[src/hw/rtl/positional_ordered_list_assert.svh]
// ----------------------------------------------------------------------------
// positional_ordered_list_assert.svh
// Assertion macros for the positional ordered list; empty in synthesis.
// ----------------------------------------------------------------------------
`ifndef POSITIONAL_ORDERED_LIST_ASSERT_SVH
`define POSITIONAL_ORDERED_LIST_ASSERT_SVH

`ifndef SYNTHESIS

// Property that must hold at every clock edge out of reset.
`define POL_ASSERT(label, clk, rst_n, prop, msg) \
    label: assert property (@(posedge clk) disable iff (!rst_n) prop) else $error(msg);

// Condition that must never be true out of reset.
`define POL_ASSERT_NEVER(label, clk, rst_n, cond, msg) \
    `POL_ASSERT(label, clk, rst_n, !(cond), msg)

`else

`define POL_ASSERT(label, clk, rst_n, prop, msg)
`define POL_ASSERT_NEVER(label, clk, rst_n, cond, msg)

`endif

`endif

[src/hw/rtl/pol_pkg.sv]
// ----------------------------------------------------------------------------
// pol_pkg
// Shared widths, request codes and cell control bundle.
// ----------------------------------------------------------------------------
package pol_pkg;

    localparam int KIND_W = 3;
    localparam int DATA_W = 8;
    localparam int POS_W  = 8;

    typedef enum logic [KIND_W-1:0] {
        REQ_INSERT = 3'd0,
        REQ_DELETE = 3'd1,
        REQ_GET    = 3'd2,
        REQ_LOCATE = 3'd3,
        REQ_CLEAR  = 3'd4
    } t_req_kind;

    // Broadcast to every cell in the chain each cycle.
    typedef struct packed {
        logic              ins;      // insert: cell at pos takes value, later cells shift up
        logic              del;      // delete: cells from pos on take right neighbor
        logic [POS_W-1:0]  pos_idx;  // zero-based position
        logic [DATA_W-1:0] value;    // insert data / locate key
        logic [POS_W-1:0]  count;    // current occupancy, qualifies match
    } t_cell_ctrl;

endpackage

[src/hw/rtl/pol_req_if.sv]
// ----------------------------------------------------------------------------
// pol_req_if
// Request channel: valid/ready with request kind, position and value.
// ----------------------------------------------------------------------------
interface pol_req_if;

    logic                        valid;
    logic                        ready;
    logic [pol_pkg::KIND_W-1:0]  req_type;
    logic [pol_pkg::POS_W-1:0]   position;
    logic [pol_pkg::DATA_W-1:0]  item_value;

    modport source (output valid, output req_type, output position, output item_value,
                    input ready);
    modport sink   (input valid, input req_type, input position, input item_value,
                    output ready);

endinterface

[src/hw/rtl/pol_rsp_if.sv]
// ----------------------------------------------------------------------------
// pol_rsp_if
// Response channel: valid/ready with outcome and occupancy fields.
// ----------------------------------------------------------------------------
interface pol_rsp_if;

    logic                        valid;
    logic                        ready;
    logic                        success;
    logic [pol_pkg::DATA_W-1:0]  read_value;
    logic [pol_pkg::POS_W-1:0]   found_position;
    logic [pol_pkg::POS_W-1:0]   list_length;
    logic                        list_empty;

    modport source (output valid, output success, output read_value,
                    output found_position, output list_length, output list_empty,
                    input ready);
    modport sink   (input valid, input success, input read_value,
                    input found_position, input list_length, input list_empty,
                    output ready);

endinterface

[src/hw/rtl/positional_ordered_list.sv]
// ----------------------------------------------------------------------------
// positional_ordered_list
// Bounded ordered byte list with 1-based positions: insert, delete, get,
// locate and clear, one response per request.
// ----------------------------------------------------------------------------
// The list lives in a row of LIST_DEPTH cells, one byte each. In the cycle a
// request transfer happens, every cell looks at its neighbors and the shared
// control bundle: an insert makes the cell at the position take the new byte
// and every later cell take its left neighbor; a delete makes every cell from
// the position on take its right neighbor. All cells compare their byte with
// the key at the same time, so locate needs no walk through the list. A
// request can be taken every cycle while the response path has room. Each
// response passes the first stage, which holds the selected byte and match
// vector, and the second, which encodes the first match and fills the output
// register. The output register and the stage ahead of it keep up to two
// responses. While either of them has room, requests keep flowing with ready
// low on the response side; once both are full, request ready drops in the
// same cycle that response ready is low.
// Slot contents are not reset; the list starts empty and only occupied slots
// are ever reported.
// ----------------------------------------------------------------------------
`include "positional_ordered_list_assert.svh"

module positional_ordered_list #(
    parameter int LIST_DEPTH = 16
) (
    input  logic      i_clk,
    input  logic      i_rst_n,
    pol_req_if.sink   i_req,
    pol_rsp_if.source o_rsp
);

    localparam int CNT_W = $clog2(LIST_DEPTH + 1);
    localparam logic [CNT_W-1:0] MAX_CNT = CNT_W'(LIST_DEPTH);

    // ------------------------------------------------------------------
    // Occupancy and request decode
    // ------------------------------------------------------------------
    logic [CNT_W-1:0] r_count;
    logic [CNT_W-1:0] n_count;

    logic                       w_accept;
    logic                       w_pos_nz;
    logic [pol_pkg::POS_W:0]    w_pos_ext;
    logic [pol_pkg::POS_W:0]    w_cnt_ext;
    logic                       w_ins_ok;
    logic                       w_rd_ok;
    logic                       w_ok;
    logic                       w_is_ins;
    logic                       w_is_del;
    logic                       w_is_get;
    logic                       w_is_loc;
    logic                       w_is_clr;

    assign w_accept  = i_req.valid && i_req.ready;
    assign w_pos_nz  = (i_req.position != '0);
    assign w_pos_ext = {1'b0, i_req.position};
    assign w_cnt_ext = (pol_pkg::POS_W + 1)'(r_count);

    assign w_is_ins = (i_req.req_type == pol_pkg::REQ_INSERT);
    assign w_is_del = (i_req.req_type == pol_pkg::REQ_DELETE);
    assign w_is_get = (i_req.req_type == pol_pkg::REQ_GET);
    assign w_is_loc = (i_req.req_type == pol_pkg::REQ_LOCATE);
    assign w_is_clr = (i_req.req_type == pol_pkg::REQ_CLEAR);

    // Insert may go one past the end, but never into a full list.
    assign w_ins_ok = w_pos_nz && (w_pos_ext <= w_cnt_ext + 9'd1) && (r_count < MAX_CNT);
    // Delete and get need an occupied slot.
    assign w_rd_ok  = w_pos_nz && (w_pos_ext <= w_cnt_ext);

    always_comb begin
        case (i_req.req_type)
            pol_pkg::REQ_INSERT: w_ok = w_ins_ok;
            pol_pkg::REQ_DELETE: w_ok = w_rd_ok;
            pol_pkg::REQ_GET:    w_ok = w_rd_ok;
            pol_pkg::REQ_CLEAR:  w_ok = 1'b1;
            default:             w_ok = 1'b0;  // locate resolved later, unknown kinds fail
        endcase
    end

    always_comb begin
        n_count = r_count;
        if (w_accept) begin
            if (w_is_ins && w_ins_ok) begin
                n_count = r_count + CNT_W'(1);
            end else if (w_is_del && w_rd_ok) begin
                n_count = r_count - CNT_W'(1);
            end else if (w_is_clr) begin
                n_count = '0;
            end
        end
    end

    always_ff @(posedge i_clk) begin
        if (!i_rst_n) begin
            r_count <= '0;
        end else begin
            r_count <= n_count;
        end
    end

    // ------------------------------------------------------------------
    // Cell chain
    // ------------------------------------------------------------------
    pol_pkg::t_cell_ctrl w_ctrl;

    logic [pol_pkg::DATA_W-1:0] w_data    [LIST_DEPTH];
    logic [pol_pkg::DATA_W-1:0] w_cell_rd [LIST_DEPTH];
    logic [LIST_DEPTH-1:0]      w_match;
    logic [pol_pkg::DATA_W-1:0] w_rd_or;

    always_comb begin
        w_ctrl.ins     = w_accept && w_is_ins && w_ins_ok;
        w_ctrl.del     = w_accept && w_is_del && w_rd_ok;
        w_ctrl.pos_idx = i_req.position - pol_pkg::POS_W'(1);
        w_ctrl.value   = i_req.item_value;
        w_ctrl.count   = pol_pkg::POS_W'(r_count);
    end

    for (genvar g = 0; g < LIST_DEPTH; g++) begin : g_cell
        logic [pol_pkg::DATA_W-1:0] w_left;
        logic [pol_pkg::DATA_W-1:0] w_right;

        if (g == 0) begin : g_head
            assign w_left = '0;
        end else begin : g_body_l
            assign w_left = w_data[g-1];
        end

        if (g == LIST_DEPTH - 1) begin : g_tail
            assign w_right = '0;
        end else begin : g_body_r
            assign w_right = w_data[g+1];
        end

        pol_cell #(
            .CELL_IDX (g)
        ) u_cell (
            .i_clk     (i_clk),
            .i_ctrl    (w_ctrl),
            .i_left    (w_left),
            .i_right   (w_right),
            .o_data    (w_data[g]),
            .o_match   (w_match[g]),
            .o_rd_data (w_cell_rd[g])
        );
    end

    // Only the addressed cell drives a nonzero byte.
    always_comb begin
        w_rd_or = '0;
        for (int i = 0; i < LIST_DEPTH; i++) begin
            w_rd_or = w_rd_or | w_cell_rd[i];
        end
    end

    // ------------------------------------------------------------------
    // Stage 1: selected byte, match vector, new length
    // ------------------------------------------------------------------
    logic                       r_s1_valid;
    logic                       r_s1_loc;
    logic                       r_s1_ok;
    logic [pol_pkg::DATA_W-1:0] r_s1_rd;
    logic [LIST_DEPTH-1:0]      r_s1_match;
    logic [CNT_W-1:0]           r_s1_count;
    logic                       w_s1_adv;

    assign w_s1_adv    = r_s1_valid && (!o_rsp.valid || o_rsp.ready);
    assign i_req.ready = !r_s1_valid || w_s1_adv;

    always_ff @(posedge i_clk) begin
        if (!i_rst_n) begin
            r_s1_valid <= 1'b0;
        end else if (w_accept) begin
            r_s1_valid <= 1'b1;
        end else if (w_s1_adv) begin
            r_s1_valid <= 1'b0;
        end
    end

    always_ff @(posedge i_clk) begin
        if (w_accept) begin
            r_s1_loc   <= w_is_loc;
            r_s1_ok    <= w_ok;
            r_s1_rd    <= ((w_is_del || w_is_get) && w_rd_ok) ? w_rd_or : '0;
            r_s1_match <= w_match;
            r_s1_count <= n_count;
        end
    end

    // ------------------------------------------------------------------
    // Stage 2: first match, output register
    // ------------------------------------------------------------------
    logic [pol_pkg::POS_W-1:0] w_first_pos;
    logic                      w_first_any;

    pol_first #(
        .WIDTH (LIST_DEPTH)
    ) u_first (
        .i_match (r_s1_match),
        .o_pos   (w_first_pos),
        .o_any   (w_first_any)
    );

    logic                       r_out_valid;
    logic                       r_out_ok;
    logic [pol_pkg::DATA_W-1:0] r_out_rd;
    logic [pol_pkg::POS_W-1:0]  r_out_found;
    logic [pol_pkg::POS_W-1:0]  r_out_len;
    logic                       r_out_empty;

    always_ff @(posedge i_clk) begin
        if (!i_rst_n) begin
            r_out_valid <= 1'b0;
        end else if (w_s1_adv) begin
            r_out_valid <= 1'b1;
        end else if (o_rsp.ready) begin
            r_out_valid <= 1'b0;
        end
    end

    always_ff @(posedge i_clk) begin
        if (w_s1_adv) begin
            r_out_ok    <= r_s1_loc ? w_first_any : r_s1_ok;
            r_out_rd    <= r_s1_rd;
            r_out_found <= r_s1_loc ? w_first_pos : '0;
            r_out_len   <= pol_pkg::POS_W'(r_s1_count);
            r_out_empty <= (r_s1_count == '0);
        end
    end

    assign o_rsp.valid          = r_out_valid;
    assign o_rsp.success        = r_out_ok;
    assign o_rsp.read_value     = r_out_rd;
    assign o_rsp.found_position = r_out_found;
    assign o_rsp.list_length    = r_out_len;
    assign o_rsp.list_empty     = r_out_empty;

    // ------------------------------------------------------------------
    // Checks
    // ------------------------------------------------------------------
    `POL_ASSERT_NEVER(a_count_bound, i_clk, i_rst_n, r_count > MAX_CNT,
        "list count above depth")
    `POL_ASSERT(a_clear_empties, i_clk, i_rst_n, w_accept && w_is_clr |=> r_count == '0,
        "clear did not empty list")
    `POL_ASSERT(a_insert_grows, i_clk, i_rst_n, w_ctrl.ins |=> r_count == $past(r_count) + CNT_W'(1),
        "insert did not grow list")
    `POL_ASSERT(a_found_in_list, i_clk, i_rst_n, r_out_valid |-> r_out_found <= r_out_len,
        "found position beyond list length")

endmodule

[src/hw/rtl/pol_cell.sv]
// ----------------------------------------------------------------------------
// pol_cell
// One list slot: holds a byte, shifts with its neighbors, flags a key match.
// ----------------------------------------------------------------------------
module pol_cell #(
    parameter int CELL_IDX = 0
) (
    input  logic                        i_clk,
    input  pol_pkg::t_cell_ctrl         i_ctrl,
    input  logic [pol_pkg::DATA_W-1:0]  i_left,
    input  logic [pol_pkg::DATA_W-1:0]  i_right,
    output logic [pol_pkg::DATA_W-1:0]  o_data,
    output logic                        o_match,
    output logic [pol_pkg::DATA_W-1:0]  o_rd_data
);

    localparam logic [pol_pkg::POS_W-1:0] MY_IDX = pol_pkg::POS_W'(CELL_IDX);

    logic [pol_pkg::DATA_W-1:0] r_data;
    logic [pol_pkg::DATA_W-1:0] n_data;
    logic                       w_at_pos;

    assign w_at_pos = (i_ctrl.pos_idx == MY_IDX);

    always_comb begin
        n_data = r_data;
        if (i_ctrl.ins) begin
            if (w_at_pos) begin
                n_data = i_ctrl.value;
            end else if (MY_IDX > i_ctrl.pos_idx) begin
                n_data = i_left;
            end
        end else if (i_ctrl.del) begin
            if (MY_IDX >= i_ctrl.pos_idx) begin
                n_data = i_right;
            end
        end
    end

    // Slot contents need no reset; only slots below the count are observed.
    always_ff @(posedge i_clk) begin
        r_data <= n_data;
    end

    assign o_data    = r_data;
    assign o_match   = (MY_IDX < i_ctrl.count) && (r_data == i_ctrl.value);
    assign o_rd_data = w_at_pos ? r_data : '0;

endmodule

[src/hw/rtl/pol_first.sv]
// ----------------------------------------------------------------------------
// pol_first
// First-set-bit encoder: returns 1-based index of lowest match, 0 if none.
// ----------------------------------------------------------------------------
module pol_first #(
    parameter int WIDTH = 16
) (
    input  logic [WIDTH-1:0]             i_match,
    output logic [pol_pkg::POS_W-1:0]    o_pos,
    output logic                         o_any
);

    logic [WIDTH-1:0] w_lowest;

    // Isolate the lowest set bit, then encode it with an OR over all bits.
    assign w_lowest = i_match & (~i_match + WIDTH'(1));
    assign o_any    = |i_match;

    always_comb begin
        o_pos = '0;
        for (int i = 0; i < WIDTH; i++) begin
            if (w_lowest[i]) begin
                o_pos = o_pos | pol_pkg::POS_W'(i + 1);
            end
        end
    end

endmodule

[src/flat_wrapper.sv]
// flat-port wrapper written by rule: the top's interface ports become plain ports
module positional_ordered_list_flat 
#(
    parameter int LIST_DEPTH = 16
)
  (i_clk, i_rst_n, i_req_valid, i_req_req_type, i_req_position, i_req_item_value, i_req_ready, o_rsp_valid, o_rsp_success, o_rsp_read_value, o_rsp_found_position, o_rsp_list_length, o_rsp_list_empty, o_rsp_ready);
  pol_req_if i_req_i ();
  pol_rsp_if o_rsp_i ();
  input  logic i_clk;
  input  logic i_rst_n;
  input wire logic [$bits(i_req_i.valid)-1:0] i_req_valid;
  input wire logic [$bits(i_req_i.req_type)-1:0] i_req_req_type;
  input wire logic [$bits(i_req_i.position)-1:0] i_req_position;
  input wire logic [$bits(i_req_i.item_value)-1:0] i_req_item_value;
  output wire logic [$bits(i_req_i.ready)-1:0] i_req_ready;
  output wire logic [$bits(o_rsp_i.valid)-1:0] o_rsp_valid;
  output wire logic [$bits(o_rsp_i.success)-1:0] o_rsp_success;
  output wire logic [$bits(o_rsp_i.read_value)-1:0] o_rsp_read_value;
  output wire logic [$bits(o_rsp_i.found_position)-1:0] o_rsp_found_position;
  output wire logic [$bits(o_rsp_i.list_length)-1:0] o_rsp_list_length;
  output wire logic [$bits(o_rsp_i.list_empty)-1:0] o_rsp_list_empty;
  input wire logic [$bits(o_rsp_i.ready)-1:0] o_rsp_ready;
  assign i_req_i.valid = i_req_valid;
  assign i_req_i.req_type = i_req_req_type;
  assign i_req_i.position = i_req_position;
  assign i_req_i.item_value = i_req_item_value;
  assign i_req_ready = i_req_i.ready;
  assign o_rsp_valid = o_rsp_i.valid;
  assign o_rsp_success = o_rsp_i.success;
  assign o_rsp_read_value = o_rsp_i.read_value;
  assign o_rsp_found_position = o_rsp_i.found_position;
  assign o_rsp_list_length = o_rsp_i.list_length;
  assign o_rsp_list_empty = o_rsp_i.list_empty;
  assign o_rsp_i.ready = o_rsp_ready;
  positional_ordered_list #(.LIST_DEPTH(LIST_DEPTH)) u_core (.i_clk(i_clk), .i_rst_n(i_rst_n), .i_req(i_req_i), .o_rsp(o_rsp_i));
endmodule
[config.mk]
export PLATFORM = sky130hd
export DESIGN_NAME = positional_ordered_list_flat
export DESIGN_NICKNAME = d
export VERILOG_FILES = /design/src/hw/rtl/pol_pkg.sv /design/src/hw/rtl/pol_req_if.sv /design/src/hw/rtl/pol_rsp_if.sv /design/src/hw/rtl/positional_ordered_list.sv /design/src/hw/rtl/pol_cell.sv /design/src/hw/rtl/pol_first.sv /design/src/flat_wrapper.sv
export VERILOG_INCLUDE_DIRS = /design/src /design/src/hw/rtl
export SDC_FILE = /design/constraint.sdc
export NUM_CORES = 1
export LEC_CHECK = 0
export BUFFER_PORTS_ARGS = -buffer_cell sky130_fd_sc_hd__buf_2
export CAP_MARGIN = 25
export CORE_ASPECT_RATIO = 1.1
export CORE_MARGIN = 10
export CORE_UTILIZATION = 50
export DETAILED_ROUTE_END_ITERATION = 10
export PLACE_DENSITY = 0.69
export RECOVER_POWER = 25
export SLEW_MARGIN = 20
export SYNTH_ARGS = -nofsm -noshare
export SYNTH_HDL_FRONTEND = slang
export SYNTH_SLANG_ARGS = --single-unit
[constraint.sdc]
create_clock -name i_clk -period 3.83 [get_ports i_clk]
set_input_delay 0.1915 -clock i_clk [delete_from_list [all_inputs] [get_ports i_clk]]
set_output_delay 0.1915 -clock i_clk [all_outputs]
set_load 0.02 [all_outputs]
---- After elaboration in Yosys (flattened, before gate mapping) ----
Cells that the tools add are included.
storage, ports and cells
  flip-flop bits (word level) ............. 189
  input port bits ......................... 23
  output and inout bits ................... 28
  logic and storage cells ................. 349
operators by class
  add/subtract/negate cells ............... 5
  $lt $le $gt $ge ......................... 51
  equality and inequality tests ........... 51
  muxes and demuxes ....................... 122
  bitwise logic cells ..................... 17
  reduce and logical (&&, ||, !) cells .... 74
operators by type and width
  cell                                                           number
  2-to-1 mux 8 bit                                               96
  equality test 8 bit                                            16
  bitwise OR 8 bit                                               15
  equality test 8 x 4 -> 1 bit (second input constant)           8
  >= comparator 4 x 8 -> 1 bit (first input constant)            8
  greater-than comparator 4 x 8 -> 1 bit (first input constant)  8
  AND reduction 3 bit                                            16
  inequality test 3 bit (second input constant)                  15
  less-than comparator 4 x 5 -> 1 bit (first input constant)     8
  nonzero test 2 bit                                             19
  equality test 8 x 3 -> 1 bit (second input constant)           4
  >= comparator 3 x 8 -> 1 bit (first input constant)            4
  greater-than comparator 3 x 8 -> 1 bit (first input constant)  4
  2-to-1 mux 4 bit                                               8
  logical AND 1 bit                                              28
  2-to-1 mux 5 bit                                               5
  less-than comparator 3 x 5 -> 1 bit (first input constant)     4
  adder 16 x 1 -> 16 bit (second input constant)                 1
  bitwise AND 16 bit                                             1
  equality test 8 x 2 -> 1 bit (second input constant)           2
  >= comparator 1 x 8 -> 1 bit (first input constant)            2
  >= comparator 2 x 8 -> 1 bit (first input constant)            2
  greater-than comparator 1 x 8 -> 1 bit (first input constant)  2
  greater-than comparator 2 x 8 -> 1 bit (first input constant)  2
  other kinds (27)                                               42

---- Logic depth before layout (Yosys ltp) ----
  depth after elaboration ................. 19
  mapped depth ............................ 15
  gate-level depth less buffers ........... 12

---- By module ----
From an unflattened synthesis, not the netlist that was laid out.
unflattened totals
  cell total of the unflattened synthesis .. 1468
  area total of the unflattened synthesis .. 14027.2 um^2
by module, submodules not included
  module                               instances  cells an instance  area an instance (um^2)  seq. area each (um^2)
  positional_ordered_list              1          250                3046.7                   1761.7
  pol_cell (u_core.g_cell[1].u_cell)   1          73                 719.4                    240.2
  pol_cell (u_core.g_cell[2].u_cell)   1          74                 691.9                    240.2
  pol_cell (u_core.g_cell[5].u_cell)   1          74                 689.4                    240.2
  pol_cell (u_core.g_cell[6].u_cell)   1          75                 684.4                    240.2
  pol_cell (u_core.g_cell[8].u_cell)   1          74                 679.4                    240.2
  pol_cell (u_core.g_cell[4].u_cell)   1          76                 674.4                    240.2
  pol_cell (u_core.g_cell[3].u_cell)   1          73                 671.9                    240.2
  pol_cell (u_core.g_cell[12].u_cell)  1          74                 668.1                    240.2
  pol_cell (u_core.g_cell[15].u_cell)  1          72                 664.4                    240.2
  pol_cell (u_core.g_cell[10].u_cell)  1          75                 661.9                    240.2
  pol_cell (u_core.g_cell[9].u_cell)   1          74                 660.6                    240.2
  pol_cell (u_core.g_cell[7].u_cell)   1          74                 658.1                    240.2
  pol_cell (u_core.g_cell[13].u_cell)  1          73                 654.4                    240.2
  +4 rows                              --         --                 --                       --

---- Worst setup path before layout ----
OpenSTA, ideal clock, no wires.
  kind .................................... register -> register
  start ................................... register u_core.r_count[0]
  end ..................................... register u_core.g_cell[6].u_cell.r_data (netlist bit u_core.g_cell[6].u_cell.o_data[0]) (enable)
  library setup time ...................... 0.419 ns
  arrival ................................. 3.751 ns
  data required time ...................... 3.411 ns
  path slack .............................. -0.341 ns
  cell stages (with the launch flop) ...... 13
  buffers on the path ..................... 1
  period minus slack after synthesis ...... 4.171 ns
  cell sequence ........................... dfxtp_1 > clkbuf_1 > inv_1 > ha_1 > inv_1 > ha_1 > nor2b_1 > o21a_1 > o21a_1 > o21a_1 > o21ai_2 > nand2_1 > a2111oi_0
on the way
  longest elaborated chain between the ends .. 7
  elaborated cells on any way between the ends .. 13
  those cells by class .................... add/sub (1); order compare (3); eq/ne (1); reduce/logical (8)
ends and longest elaborated chain
  item                                                                   line                            text
  from (decl)                                                            positional_ordered_list.sv:39   logic [CNT_W-1:0] r_count;
  from (signal assigned)                                                 positional_ordered_list.sv:98   r_count <= n_count;
  adder 5 x 1 -> 6 bit                                                   positional_ordered_list.sv:67   assign w_ins_ok = w_pos_nz && (w_pos_ext <= w_cnt_ext + 9'd1) && (r_count < MAX_CNT);
  <= comparator 8 x 9 -> 1 bit                                           positional_ordered_list.sv:67
  logical AND 1 bit (2 in series)                                        positional_ordered_list.sv:67
  logical AND 1 bit                                                      positional_ordered_list.sv:113  w_ctrl.ins = w_accept && w_is_ins && w_ins_ok;
  inequality test 3 bit (no line) or nonzero test 2 bit (tied branches)  --
  AND reduction 3 bit (no line) (*)                                      --
  to (signal assigned)                                                   pol_cell.sv:42                  r_data <= n_data;
  to (decl)                                                              pol_cell.sv:19                  logic [pol_pkg::DATA_W-1:0] r_data;
Every way passes the cells marked *; elsewhere a longest branch is shown, timed or not.
A chain may end at the register's enable or synchronous reset.

---- Worst setup path after layout ----
  start ................................... register u_core.r_count[1]
  end ..................................... register u_core.g_cell[4].u_cell.r_data (netlist bit u_core.g_cell[4].u_cell.o_data[3]) (enable)
on the way
  longest elaborated chain between the ends .. 7
  elaborated cells on any way between the ends .. 13
  those cells by class .................... add/sub (1); order compare (3); eq/ne (1); reduce/logical (8)
ends and longest elaborated chain
  item                                                                   line
  adder 5 x 1 -> 6 bit                                                   positional_ordered_list.sv:67
  <= comparator 8 x 9 -> 1 bit                                           positional_ordered_list.sv:67
  logical AND 1 bit (2 in series)                                        positional_ordered_list.sv:67
  logical AND 1 bit                                                      positional_ordered_list.sv:113
  inequality test 3 bit (no line) or nonzero test 2 bit (tied branches)  --
  AND reduction 3 bit (no line) (*)                                      --
  to (signal assigned)                                                   pol_cell.sv:42
  to (decl)                                                              pol_cell.sv:19
Marks and branches as above.

==> reports/qor.yml <==
status:
  status: "complete, but fails checks"
  violations: "capacitance limit, slew limit"
worst_setup_path:
  crit_chain: "inv_1, ha_1, inv_1, ha_1, nor2b_1, o21a_1, o21a_1, o21a_1, o21ai_2, nand3_1, buf_4, o32ai_1, buf_4"
  slowest_delay_ns: 0.53
  path_delay_family: "compound AO/OA/AOI/OAI gates"
  end_kind: "register"
  cp_slowest_cell: "dfxtp_1"
  crit_type: "reg2reg"
  crit_top_cell: "o21a_1"
  worst_ep_arrival_time_ns: 3.56
  cp.required_ns: 3.98
  critPathBufInv: 4
  critPathMaxFanout: 11
  reg2reg_slack_ns: 0.42
  start_kind: "register"
cts:
  clkSinkCount: 186
  clk_pin_slew_ns: 0.08
  post_cts_resize_count: 0
  clkLatencyLatePin_ns: 0.45
  clk_path_buf_depth: 2
  cts_tree: "built"
  htree_levels: 4
  cts_root_buf: "clkbuf_16"
  cts_buffers: 17
  cts_setup_buffers: 0
placement:
  portBuffers: 44
  gp_congestion: 1.04
  hpwlAfterDp_um: 30100
synth:
  syn_avg_cell_area_um2: 9.85
  syn_inst: 1252
  synth_edf_count: 179
  synth_top_area_frac: 0.436
  async_flop_share: 0
  yosysSeqAreaShare: 0.447
  synth_largest_area_cell: "edfxtp_1"
  synthDistinctLibCells: 75
  netlist_top_cells_area: "edfxtp_1 44%, mux2i_1 9.5%, xnor2_1 7.5%"
  ys_top_cells_by_count: "179 x edfxtp_1, 168 x nand2_1, 128 x o21ai_0"
  ys.flop_type: "edfxtp_1"
  post-synth-top-count-cell: "edfxtp_1"
  syn_area_um2: 12300
  yosysWarnings: 0
  ys_ff_latch: 186
sta:
  slew_viol_final: 77
  finalClockSkew_ns: 0.0174
  tightest_slew_ns: 1.92
  min_period_over_period: 0.890
  grt_setup_unrepaired: "false"
  relSlewSlack: -0.278
  max_freq_mhz: 293
  hold_viol: 0
  setup_viol: 0
  fin_setup_tns_ns: 0
  finalCriticalPeriod_ns: 3.41
  hold-worst-slack_ns: 0.00483
grt:
  grt_pass1_wl_um: 63400
  grt_max_degree: 114
  antenna_found_initial: 1
  grt_usage: 0.267
  grt_overflow: 0
  grt_pass1_vias: 9981
route:
  wirelength_um: 42000
  drc_errors: 0
  ant_nets: 0
  first_iter_violations: 1464
  vias: 10514
  drtPass1Iterations: 7
  routedWlPerCell_um: 26.4
  via_per_inst: 6.60
cells_and_area:
  post-route-util: 0.553
  antennaDiodeCount: 0
  multi_input_area_um2: 6290
  drive_above_1_share: 0.0959
  syn_to_final_growth_pct: 9.31
  fill_cells: 2167
  layout.nets: 1311
  seqCellArea_um2: 5520
pwr:
  p_per_area_nw_per_um2: 333
  combPwrFrac: 0.107
  peakVddDrop_v: 0.000271
  seqPwrFrac: 0.500
  clkPwrFrac: 0.394
  p_total_mw: 4.49
  p_leak_nw: 4.91
  power_switching_mw: 1.23
  p_int_mw: 3.26
  switching_share: 0.275
die:
  ioPinCount: 51
  die-area_um2: 31400
  row_count: 60
  die_h_um: 185
  core_um2: 24400
  start_util: 0.506
  die_w_um: 170
hold_path:
  hp-class: "in2reg"
run:
  cap_viol_max_count: 3
==> area by class of cell <==
type,count,area share
multi-input cells,940,0.467
well taps,310,0.0288
inverters,24,0.00668
clock inverters,14,0.0108
flip-flops and latches,186,0.409
repair buffers,101,0.0464
clock buffers,18,0.0318
==> power by group through the flow <==
stage                     registers, mW  clock network (mW)  logic (mW)
final                              2.24                1.77       0.479
after detailed placement           2.29                   0       0.468
after global placement             2.29                   0       0.467
after global routing               2.25                1.84       0.512
after CTS                          2.24                1.77       0.471
after floorplan                    2.30                   0       0.307
==> worst paths after layout <==
| check | startpoint | endpoint | cells after the start |
|---|---|---|---|
| worst max-delay path | u_core.r_count[1] | u_core.g_cell[4].u_cell.o_data[3] | 13 |
| worst min-delay path | i_rst_n | u_core.r_count[2] | 2 |
| worst max register to register | u_core.r_count[1] | u_core.g_cell[4].u_cell.o_data[3] | 13 |
| worst min register to register | u_core.r_s1_rd[7] | u_core.o_rsp.read_value[7] | 0 |
==> layer usage <==
layer / vias up / wire length [µm] / track usage
li1: 4650 / - / -
met1: 5015 / 16400 / 0.354
met2: 731 / 19300 / 0.423
met3: 116 / 4730 / 0.0439
met4: 2 / 1640 / 0.111
met5: - / 3 / 0
==> cells by family after synthesis <==
| family | Yosys count | share of synthesized area |
|---|---|---|
| muxes | 118 | 0.0962 |
| xor gates and xnor gates | 134 | 0.0951 |
| and+or+nand+nor | 369 | 0.142 |
| buffers and inverters | 131 | 0.0474 |
| other | 1 | 0.000304 |
| AOI/OAI and AO/OA | 295 | 0.154 |
| DFF | 186 | 0.447 |
| adders and majority gates | 18 | 0.0183 |
==> timing repair <==
item	CTS	global route
setup endpoints to repair	0	0
hold buffers	1	0
endpoints found under the hold margin	1	0
==> worst reg2reg max path, cell delays in order, from the launching register on <==
cell	delay (ns)
dfxtp_1	0.53
inv_1	0.15
ha_1	0.37
inv_1	0.06
ha_1	0.28
nor2b_1	0.13
o21a_1	0.16
o21a_1	0.17
o21a_1	0.21
o21ai_2	0.25
nand3_1	0.12
buf_4	0.19
o32ai_1	0.25
buf_4	0.23
==> registers in the layout (all words and copies together), names as in the netlist <==
signal,count
u_core.g_cell.u_cell.o_data,128
u_core.r_s1_match,16
u_core.o_rsp.read_value,8
u_core.r_s1_rd,8
u_core.o_rsp.found_position,5
u_core.o_rsp.list_length,5
u_core.r_count,5
u_core.r_s1_count,5
u_core.o_rsp.list_empty,1
u_core.o_rsp.success,1
u_core.o_rsp.valid,1
u_core.r_s1_loc,1
u_core.r_s1_ok,1
u_core.r_s1_valid,1
==> placed cells by master, fill, tap and decap left out, drive strengths merged, types with 15 or more instances in the layout <==
master,netlist,layout
edfxtp,179,179
nand2,168,168
o21ai,132,132
mux2i,117,117
xnor2,106,106
buf,43,74
nor2,51,51
clkbuf,64,44
a21oi,41,41
inv,23,32
nand4,29,29
xor2,28,28
nand3,28,28
nor3,25,25
ha,18,18
a211oi,16,16
nor4,15,15
==> through the flow <==
step / std cells / setup WS [ns] / area [µm²]
after detailed placement: 1560 / 0.490 / 12900
final: 1593 / 0.420 / 13500
after global placement: 1560 / 0.531 / 12900
after CTS: 1593 / 0.450 / 13500
after global routing: 1593 / 0.228 / 13500
after floorplan: 1257 / 0.0206 / 12400
Power figures use the tool's default switching activity.
